--- src/sv/osm_pkg.sv ---
// package: types, constants and operation codes for the order statistic multiset
package osm_pkg;

    localparam int CAPACITY_DEF   = 1024;
    localparam int VALUE_BITS_DEF = 30;
    localparam int OPERAND_W      = 30;
    localparam int SIZE_W         = 11;
    localparam int KIND_W         = 3;

    localparam logic [KIND_W-1:0] OP_INSERT = 3'd0;
    localparam logic [KIND_W-1:0] OP_ERASE  = 3'd1;
    localparam logic [KIND_W-1:0] OP_KTH    = 3'd2;
    localparam logic [KIND_W-1:0] OP_RANK   = 3'd3;
    localparam logic [KIND_W-1:0] OP_COUNT  = 3'd4;

    typedef struct packed {
        logic [KIND_W-1:0]    kind;
        logic [OPERAND_W-1:0] operand;
    } req_t;

    typedef struct packed {
        logic [OPERAND_W-1:0] answer;
        logic                 ok;
        logic [SIZE_W-1:0]    size;
    } resp_t;

    // controller to datapath
    typedef struct packed {
        logic load;      // capture request
        logic srch_init; // start a bound search
        logic srch_incl; // inclusive bound
        logic srch_rd;   // issue probe read
        logic srch_upd;  // consume probe data
        logic save_lo;   // keep first bound
        logic sh_init;   // start shift sweep
        logic sh_rd;     // issue shift read
        logic sh_wr;     // write shifted entry
        logic put_x;     // write new value at position
        logic kth_rd;    // read entry k
        logic inc;
        logic dec;
        logic fin;       // build response
    } cmd_t;

    // datapath to controller
    typedef struct packed {
        logic srch_done;
        logic full;
        logic found;     // entry at bound equals x
        logic sh_done;
        logic kth_ok;
    } stat_t;

endpackage

--- src/sv/osm_ctrl.sv ---
// controller: sequences each operation over the datapath
module osm_ctrl (
    input  logic           aclk,
    input  logic           aresetn,
    input  logic           s_valid,
    output logic           s_ready,
    output logic           m_valid,
    input  logic           m_ready,
    input  logic [osm_pkg::KIND_W-1:0] s_kind,
    input  osm_pkg::stat_t stat,
    output osm_pkg::cmd_t  cmd,
    output logic           fail
);
    typedef enum logic [3:0] {
        IDLE, DISPATCH, S_RD, S_UPD, SH_RD, SH_WR, PUT, DEL,
        KTH_RD, KTH_WAIT, FIN, OUT
    } state_t;

    state_t state_reg, state_next;
    logic [osm_pkg::KIND_W-1:0] kind_reg;
    logic pass_reg, pass_next;  // 0 first bound, 1 second bound of count
    logic fail_reg, fail_next;

    assign s_ready = (state_reg == IDLE);
    assign m_valid = (state_reg == OUT);
    assign fail    = fail_reg;

    always_comb begin
        state_next = state_reg;
        pass_next  = pass_reg;
        fail_next  = fail_reg;
        cmd = '0;
        case (state_reg)
            IDLE: begin
                if (s_valid) begin
                    cmd.load   = 1'b1;
                    fail_next  = 1'b0;
                    pass_next  = 1'b0;
                    state_next = DISPATCH;
                end
            end
            DISPATCH: begin
                case (kind_reg)
                    osm_pkg::OP_INSERT: begin
                        if (stat.full) begin
                            fail_next  = 1'b1;
                            state_next = FIN;
                        end else begin
                            cmd.srch_init = 1'b1;
                            cmd.srch_incl = 1'b1;
                            state_next    = S_RD;
                        end
                    end
                    osm_pkg::OP_ERASE, osm_pkg::OP_RANK, osm_pkg::OP_COUNT: begin
                        cmd.srch_init = 1'b1;
                        state_next    = S_RD;
                    end
                    osm_pkg::OP_KTH: state_next = KTH_RD;
                    default: state_next = FIN;
                endcase
            end
            S_RD: begin
                if (stat.srch_done) begin
                    case (kind_reg)
                        osm_pkg::OP_INSERT: begin
                            cmd.sh_init = 1'b1;
                            state_next  = SH_RD;
                        end
                        osm_pkg::OP_ERASE: begin
                            cmd.kth_rd = 1'b0;
                            state_next = DEL;
                        end
                        osm_pkg::OP_COUNT: begin
                            if (!pass_reg) begin
                                cmd.save_lo   = 1'b1;
                                cmd.srch_init = 1'b1;
                                cmd.srch_incl = 1'b1;
                                pass_next     = 1'b1;
                            end else begin
                                state_next = FIN;
                            end
                        end
                        default: state_next = FIN;
                    endcase
                end else begin
                    cmd.srch_rd = 1'b1;
                    state_next  = S_UPD;
                end
            end
            S_UPD: begin
                cmd.srch_upd = 1'b1;
                state_next   = S_RD;
            end
            DEL: begin
                if (stat.found) begin
                    cmd.sh_init = 1'b1;
                    state_next  = SH_RD;
                end else begin
                    fail_next  = 1'b1;
                    state_next = FIN;
                end
            end
            SH_RD: begin
                if (stat.sh_done) begin
                    state_next = PUT;
                end else begin
                    cmd.sh_rd  = 1'b1;
                    state_next = SH_WR;
                end
            end
            SH_WR: begin
                cmd.sh_wr  = 1'b1;
                state_next = SH_RD;
            end
            PUT: begin
                if (kind_reg == osm_pkg::OP_INSERT) begin
                    cmd.put_x = 1'b1;
                    cmd.inc   = 1'b1;
                end else begin
                    cmd.dec = 1'b1;
                end
                state_next = FIN;
            end
            KTH_RD: begin
                cmd.kth_rd = 1'b1;
                if (!stat.kth_ok) begin
                    fail_next = 1'b1;
                end
                state_next = KTH_WAIT;
            end
            KTH_WAIT: begin
                cmd.kth_rd = 1'b1;
                state_next = FIN;
            end
            FIN: begin
                cmd.fin    = 1'b1;
                state_next = OUT;
            end
            OUT: begin
                if (m_ready) begin
                    state_next = IDLE;
                end
            end
            default: state_next = IDLE;
        endcase
    end

    always_ff @(posedge aclk) begin
        if (!aresetn) begin
            state_reg <= IDLE;
            pass_reg  <= 1'b0;
            fail_reg  <= 1'b0;
            kind_reg  <= osm_pkg::OP_INSERT;
        end else begin
            state_reg <= state_next;
            pass_reg  <= pass_next;
            fail_reg  <= fail_next;
            if (cmd.load) begin
                kind_reg <= s_kind;
            end
        end
    end
endmodule

--- config.mk ---
export PLATFORM = sky130hd
export DESIGN_NAME = osm_ctrl
export DESIGN_NICKNAME = d
export VERILOG_FILES = /design/src/sv/osm_pkg.sv /design/src/sv/osm_ctrl.sv
export SDC_FILE = /design/constraint.sdc
export NUM_CORES = 1
export LEC_CHECK = 0
export ABC_AREA = 1
export BUFFER_PORTS_ARGS = -buffer_cell sky130_fd_sc_hd__clkbuf_2
export CAP_MARGIN = 10
export CORE_MARGIN = 2
export CORE_UTILIZATION = 50
export CTS_CLUSTER_SIZE = 30
export DETAILED_ROUTE_END_ITERATION = 16
export HOLD_SLACK_MARGIN = 0.06
export MAX_ROUTING_LAYER = met4
export PLACE_DENSITY = 0.84
export SLEW_MARGIN = 20
export SYNTH_ARGS = -nofsm -noshare
export SYNTH_HDL_FRONTEND = slang
export SYNTH_SLANG_ARGS = --single-unit
--- constraint.sdc ---
create_clock -name aclk -period 3.1 [get_ports aclk]
set_input_delay 0.62 -clock aclk [delete_from_list [all_inputs] [get_ports aclk]]
set_output_delay 0.62 -clock aclk [all_outputs]
set_load 0.01 [all_outputs]
==> results.md, run 1 <==
* Status: complete, no violations
* RD Place Congestion at 0.920
* Average via count per standard cell at 5.17
* Net Count, Synth at 146
* Worst slew pin tran at 292 ps
* CTS Buf Count at 3
* CP startpoint: kind_reg[1]$_SDFFE_PN0P_
* Antenna diode count at 0
* Syn Area/Cell at 5.43 µm²
* All-Layer GR Usage at 0.235
* Worst setup path end: cmd[11]
* CTS Buffer Depth at 2
* Full die area at 0.00178 mm²
* Reg-to-reg slack, setup at 1790 ps
* DRT Pass-1 Iters at 4
* Unrepaired setup endpoints after global routing: false
* Post-cts resize count at 0
* Max Cap Viol at 0
* Number of flops mapped to enable cells by yosys at 0
* Post-layout util at 0.671
* Initial drt markers at 26
* DRT antenna net count at 0
* Worst hold path type: reg2reg
* Slew Limit Fails at 0
* Worst EP required at 2480 ps
* Worst R2R End: state_reg[3]$_SDFFE_PN0P_
* Max_slew headroom at 0.805
* Max reg flops at 4
* Worst path max stage delay at 320 ps
* Ys async rst share at 0
* Post-placement cell count at 175
* Synthesis-stage register bit count at 9
* First-pass GRT wire length at 3240 µm
* Post-layout nets at 177
* Initial core utilization at 0.546
* Synth top area cells: dfxtp_1 (25%), nand2_1 (20%), inv_1 (11%)
* CP startpoint kind: flop
* Finished Layout Cells at 179
* Crit-path slowest cell: dfxtp_1
* Detailed Place HPWL at 1580 µm
* Layout cell share with drive strength beyond 1 at 0.262
* Syn. warnings at 0
* Top FF cell, synth: dfxtp_1
* Final count of hold timing violations at 0
* Area added between synthesis and finish at 22.9%
* Leakage at 0.000504 µW
* Final setup TNS at 0 ps
* Critical path arrival at 1520 ps
* H-tree levels at 1
* VDD IR max at 0.000451 V
* Cell Pwr Density at 778 mW/mm²
* Min Clock Period, post-route at 2140 ps
* Final setup viols at 0
* Clock Pin Slew Worst Setup and Hold Paths at 70 ps
* Mapped Area at 728 µm²
* Row count at 13
* Max Clk Rate at 467 MHz
* DRC viols at 0
* Die height at 42.2 µm
* Clock root cell: clkbuf_4
* Worst setup EP type: primary output
* Post-CTS Setup Inserts at 0
* Die span in x at 42.2 µm
* Final period util at 0.691
* Core ar. at 0.00133 mm²
* Most common cell in the netlist: nand2_1
* CTS tree: yes
* Reg2reg path depth at 7
* Register area share after synthesis at 0.247
* Io pins at 29
* Clock Skews at 16.6 ps
* Initial antenna violation count at 0
* CTS Hold Bufs at 0
* Synth top area share at 0.247
* Total gr overflow at 0
* Sink Count at 9
* Drt wl/cell at 10.0 µm
* Reg2reg start: state_reg[1]$_SDFFE_PN0P_
* Layout fillers at 143
* Synth cell count leaders: nand2_1 (38), inv_1 (22), nor2_1 (21)
* Vias in the first global route at 829
* WL final at 1790 µm
* Cells after Synth at 134
* I/O Buffers at 28
* Post-synth top area cell: dfxtp_1
* CP Class: reg2out
* Vias at 926
* Synth cell types at 15
* Critical Path, Cell by Cell: inv_1 > nand2_1 > nor2_2 > nand3_1 > nor2_2 > inv_1 > o31ai_1 > clkbuf_2
* CP Max Fanout at 4
* Min-delay src: pass_reg$_SDFFE_PN0P_
* Clk_lat worst skew at 260 ps
* Pin count of the biggest net entering global routing at 9
-- per-stage QoR --
step	power (µW)	hold slack [ps]	worst slack, ps	cell area (µm²)
global placement	597	452	1160	868
finish	696	468	959	895
global route	776	494	804	895
floorplan	502	441	1370	728
CTS	697	475	967	895
detailed placement	608	466	1120	868
-- cell families after synthesis --
group	Yosys count	share of synthesized area
simple gates	79	0.460
buf+inv	26	0.149
compound gates	20	0.143
flops	9	0.247
-- cell usage in the layout (no fill, tap or decap) --
master	Yosys	final
nand2_1	38	38
clkbuf_2	0	28
inv_1	22	22
nor2_1	21	21
a21oi_1	10	10
nand3_1	9	9
dfxtp_1	9	9
nor2_2	8	8
o21ai_0	8	8
clkbuf_4	0	3
nand2_2	2	2
inv_2	2	2
o31ai_1	1	1
a31oi_1	1	1
nand4_1	1	1
clkbuf_1	0	1
-- worst min path at each step --
stage,end,slack (ps),depth (start not counted)
final,pass_reg$_SDFFE_PN0P_,470,2
after global routing,pass_reg$_SDFFE_PN0P_,490,2
after CTS,pass_reg$_SDFFE_PN0P_,480,2
after detailed placement,pass_reg$_SDFFE_PN0P_,470,2
after global placement,pass_reg$_SDFFE_PN0P_,450,2
after floorplan,pass_reg$_SDFFE_PN0P_,440,2
-- metal layers --
metal	routed length, µm	part of all wire	global-route usage	vias up
met2	805	0.45	0.369	39
li1	-	-	-	481
met5	0	0	-	-
met4	27	0.015	0.0813	0
met3	124	0.069	0.0388	5
met1	832	0.46	0.305	401
-- area by class of cell --
cell class | instances | area (µm²) | area share
clock buffer | 4 | 26.3 | 0.0294
inverter | 24 | 90.1 | 0.101
multi-input combinational | 99 | 439 | 0.491
sequential | 9 | 180 | 0.201
tap | 15 | 18.8 | 0.0210
timing repair buffer | 28 | 140 | 0.157
-- where the power goes --
group          internal [µW]  leakage [µW]  switching (µW)
sequential               151     0.0000738            38.1
combinational            141      0.000415             276
clock                   49.4     0.0000150            40.1
-- worst max-delay path, delay by kind of cell (launching register included) --
kind,cells,cell delay (ps)
simple gates,4,510
buf+inv,3,360
flops,1,320
compound gates,1,70
Power figures use the tool's default switching activity.
==> inputs of run 2 (changes only) <==
- CORE_UTILIZATION: 50 -> 47
- PLACE_DENSITY: 0.84 -> 0.8
- clock period: 3.1 -> 1.98 ns (I/O delays scaled with it)
==> results.md, run 2 (same netlist as run 1, synthesis figures left out) <==
* Worst slew pin tran at 228 ps
* CP Max Fanout at 4
* Clock Skews at 7.62 ps
* Row count at 14
* Antenna diode count at 0
* Sink Count at 9
* Worst setup path end: cmd[11]
* Max Clk Rate at 537 MHz
* Met2 WL at 866 µm
* Full die area at 0.00188 mm²
* CP startpoint kind: flop
* Top Family by Delay on Critical Path: simple AND/OR/NAND/NOR gates
* Min-delay src: aresetn
* Layout cell share with drive strength beyond 1 at 0.291
* Leakage at 0.000511 µW
* Slew Limit Fails at 0
* Final setup viols at 0
* Status: complete, no violations
* First-pass GRT wire length at 2860 µm
* Initial antenna violation count at 0
* Met1 wire length at 829 µm
* I/O Buffers at 28
* CP Class: reg2out
* Total gr overflow at 0
* Max reg flops at 4
* Commonest non-fill, non-tap cells in the layout: nand2_1 (38), clkbuf_2 (28), inv_1 (22), nor2_1 (19), a21oi_1 (10)
* CTS Buffer Depth at 2
* Reg2reg path depth at 9
* VDD IR max at 0.000700 V
* Placed Area at 870 µm²
* Post-layout util at 0.625
* Die height at 43.4 µm
* Post-layout nets at 178
* CTS Buf Count at 3
* Most common cell after layout, fill and taps aside: nand2_1
* Average via count per standard cell at 4.95
* Clock Pin Slew Worst Setup and Hold Paths at 60 ps
* Critical path arrival at 1470 ps
* CTS Hold Bufs at 0
* Max Cap Viol at 0
* Crit-path most repeated cell: inv_1
* Reg-to-reg slack, setup at 650 ps
* Initial drt markers at 40
* Worst EP required at 1580 ps
* Clock root cell: clkbuf_4
* Worst R2R End: state_reg[3]$_SDFFE_PN0P_
* Min-Delay Path Depth at 3
* Pre-CTS WS at 322 ps
* Final count of hold timing violations at 0
* Core ar. at 0.00147 mm²
* Top sig layer: met4
* Cell Pwr Density at 1220 mW/mm²
* All-Layer GR Usage at 0.208
* Vias at 896
* CTS tree: yes
* Detailed Place HPWL at 1510 µm
* Crit-path slowest cell: dfxtp_1
* Worst setup EP type: primary output
* Worst path max stage delay at 320 ps
* Vias in the first global route at 714
* H-tree levels at 1
* Critical Path, Cell by Cell: inv_1 > nand2_1 > nor2_2 > nand3_1 > nor2_4 > inv_1 > o31ai_1 > clkbuf_2
* Reg2reg start: kind_reg[1]$_SDFFE_PN0P_
* DRT antenna net count at 0
* WL final at 1810 µm
* CP startpoint: kind_reg[1]$_SDFFE_PN0P_
* Drt wl/cell at 10.0 µm
* Worst Path Buf+Inv at 3
* RD Place Congestion at 0.911
* Final WS setup at 118 ps
* Area added between synthesis and finish at 26.3%
* Finished Cell Area at 920 µm²
* Die span in x at 43.4 µm
* Min Clock Period, post-route at 1860 ps
* Routed length on met3 at 103 µm
* Worst hold path type: in2reg
* DRT Pass-1 Iters at 5
* DRC viols at 0
* Max_slew headroom at 0.846
* Crit path depth at 8
* Final period util at 0.940
* Io pins at 29
* Initial core utilization at 0.495
* Clk_lat worst skew at 260 ps
* Pin count of the biggest net entering global routing at 9
* Final setup TNS at 0 ps
[run 2: changes by cell type in the layout (fill, tap and decap cells not counted)]
cell	change
nor2_1	-2
buf_4	+1
dfxtp_1	-1
dfxtp_2	+1
nand3_1	-1
nand3_2	+1
nor2_2	+1
nor2_4	+1
[run 2: repair_timing]
action	in CTS	in global routing
resized for setup	0	5
endpoints found under the setup margin	0	2
setup buffers	0	1
[run 2: worst reg2reg max path: stages (launching register included)]
cell,delay [ps]
dfxtp_1,320
inv_1,110
nand2_1,120
nor2_2,120
nand3_1,120
nor2_4,130
buf_4,130
nor2_2,40
nand2_1,60
a21oi_1,60
[run 2: power breakdown]
group / internal, µW / switching (µW) / total (µW)
logic: 229 / 452 / 681
clock network: 77.3 / 59.0 / 136
registers: 239 / 62.2 / 301
total: 545 / 573 / 1120
[run 2: how the worst min path moves through the flow]
stage,end,slack [ps]
floorplan,pass_reg$_SDFFE_PN0P_,440
global placement,pass_reg$_SDFFE_PN0P_,450
detailed placement,pass_reg$_SDFFE_PN0P_,450
CTS,kind_reg[0]$_SDFFE_PN0P_,400
global route,kind_reg[2]$_SDFFE_PN0P_,420
finish,kind_reg[0]$_SDFFE_PN0P_,400
[run 2: metal layers]
| layer | track usage | vias up |
|---|---|---|
| li1 | - | 475 |
| met1 | 0.274 | 384 |
| met2 | 0.319 | 35 |
| met3 | 0.0250 | 2 |
| met4 | 0.0909 | 0 |
| met5 | - | - |
[run 2: per-stage QoR]
stage / std cells / hold WS [ps] / total power [µW]
after global routing: 181 / 421 / 1230
after detailed placement: 176 / 454 / 949
final: 181 / 401 / 1120
after floorplan: 134 / 441 / 786
after global placement: 176 / 448 / 937
after CTS: 180 / 395 / 1090
[run 2: final cells by class]
class                      instances  area, µm²
clock buffer                       4       26.3
fill                             169        552
inverter                          24       90.1
multi-input combinational         99        454
sequential                         9        181
tap                               16       20.0
timing repair buffer              29        148
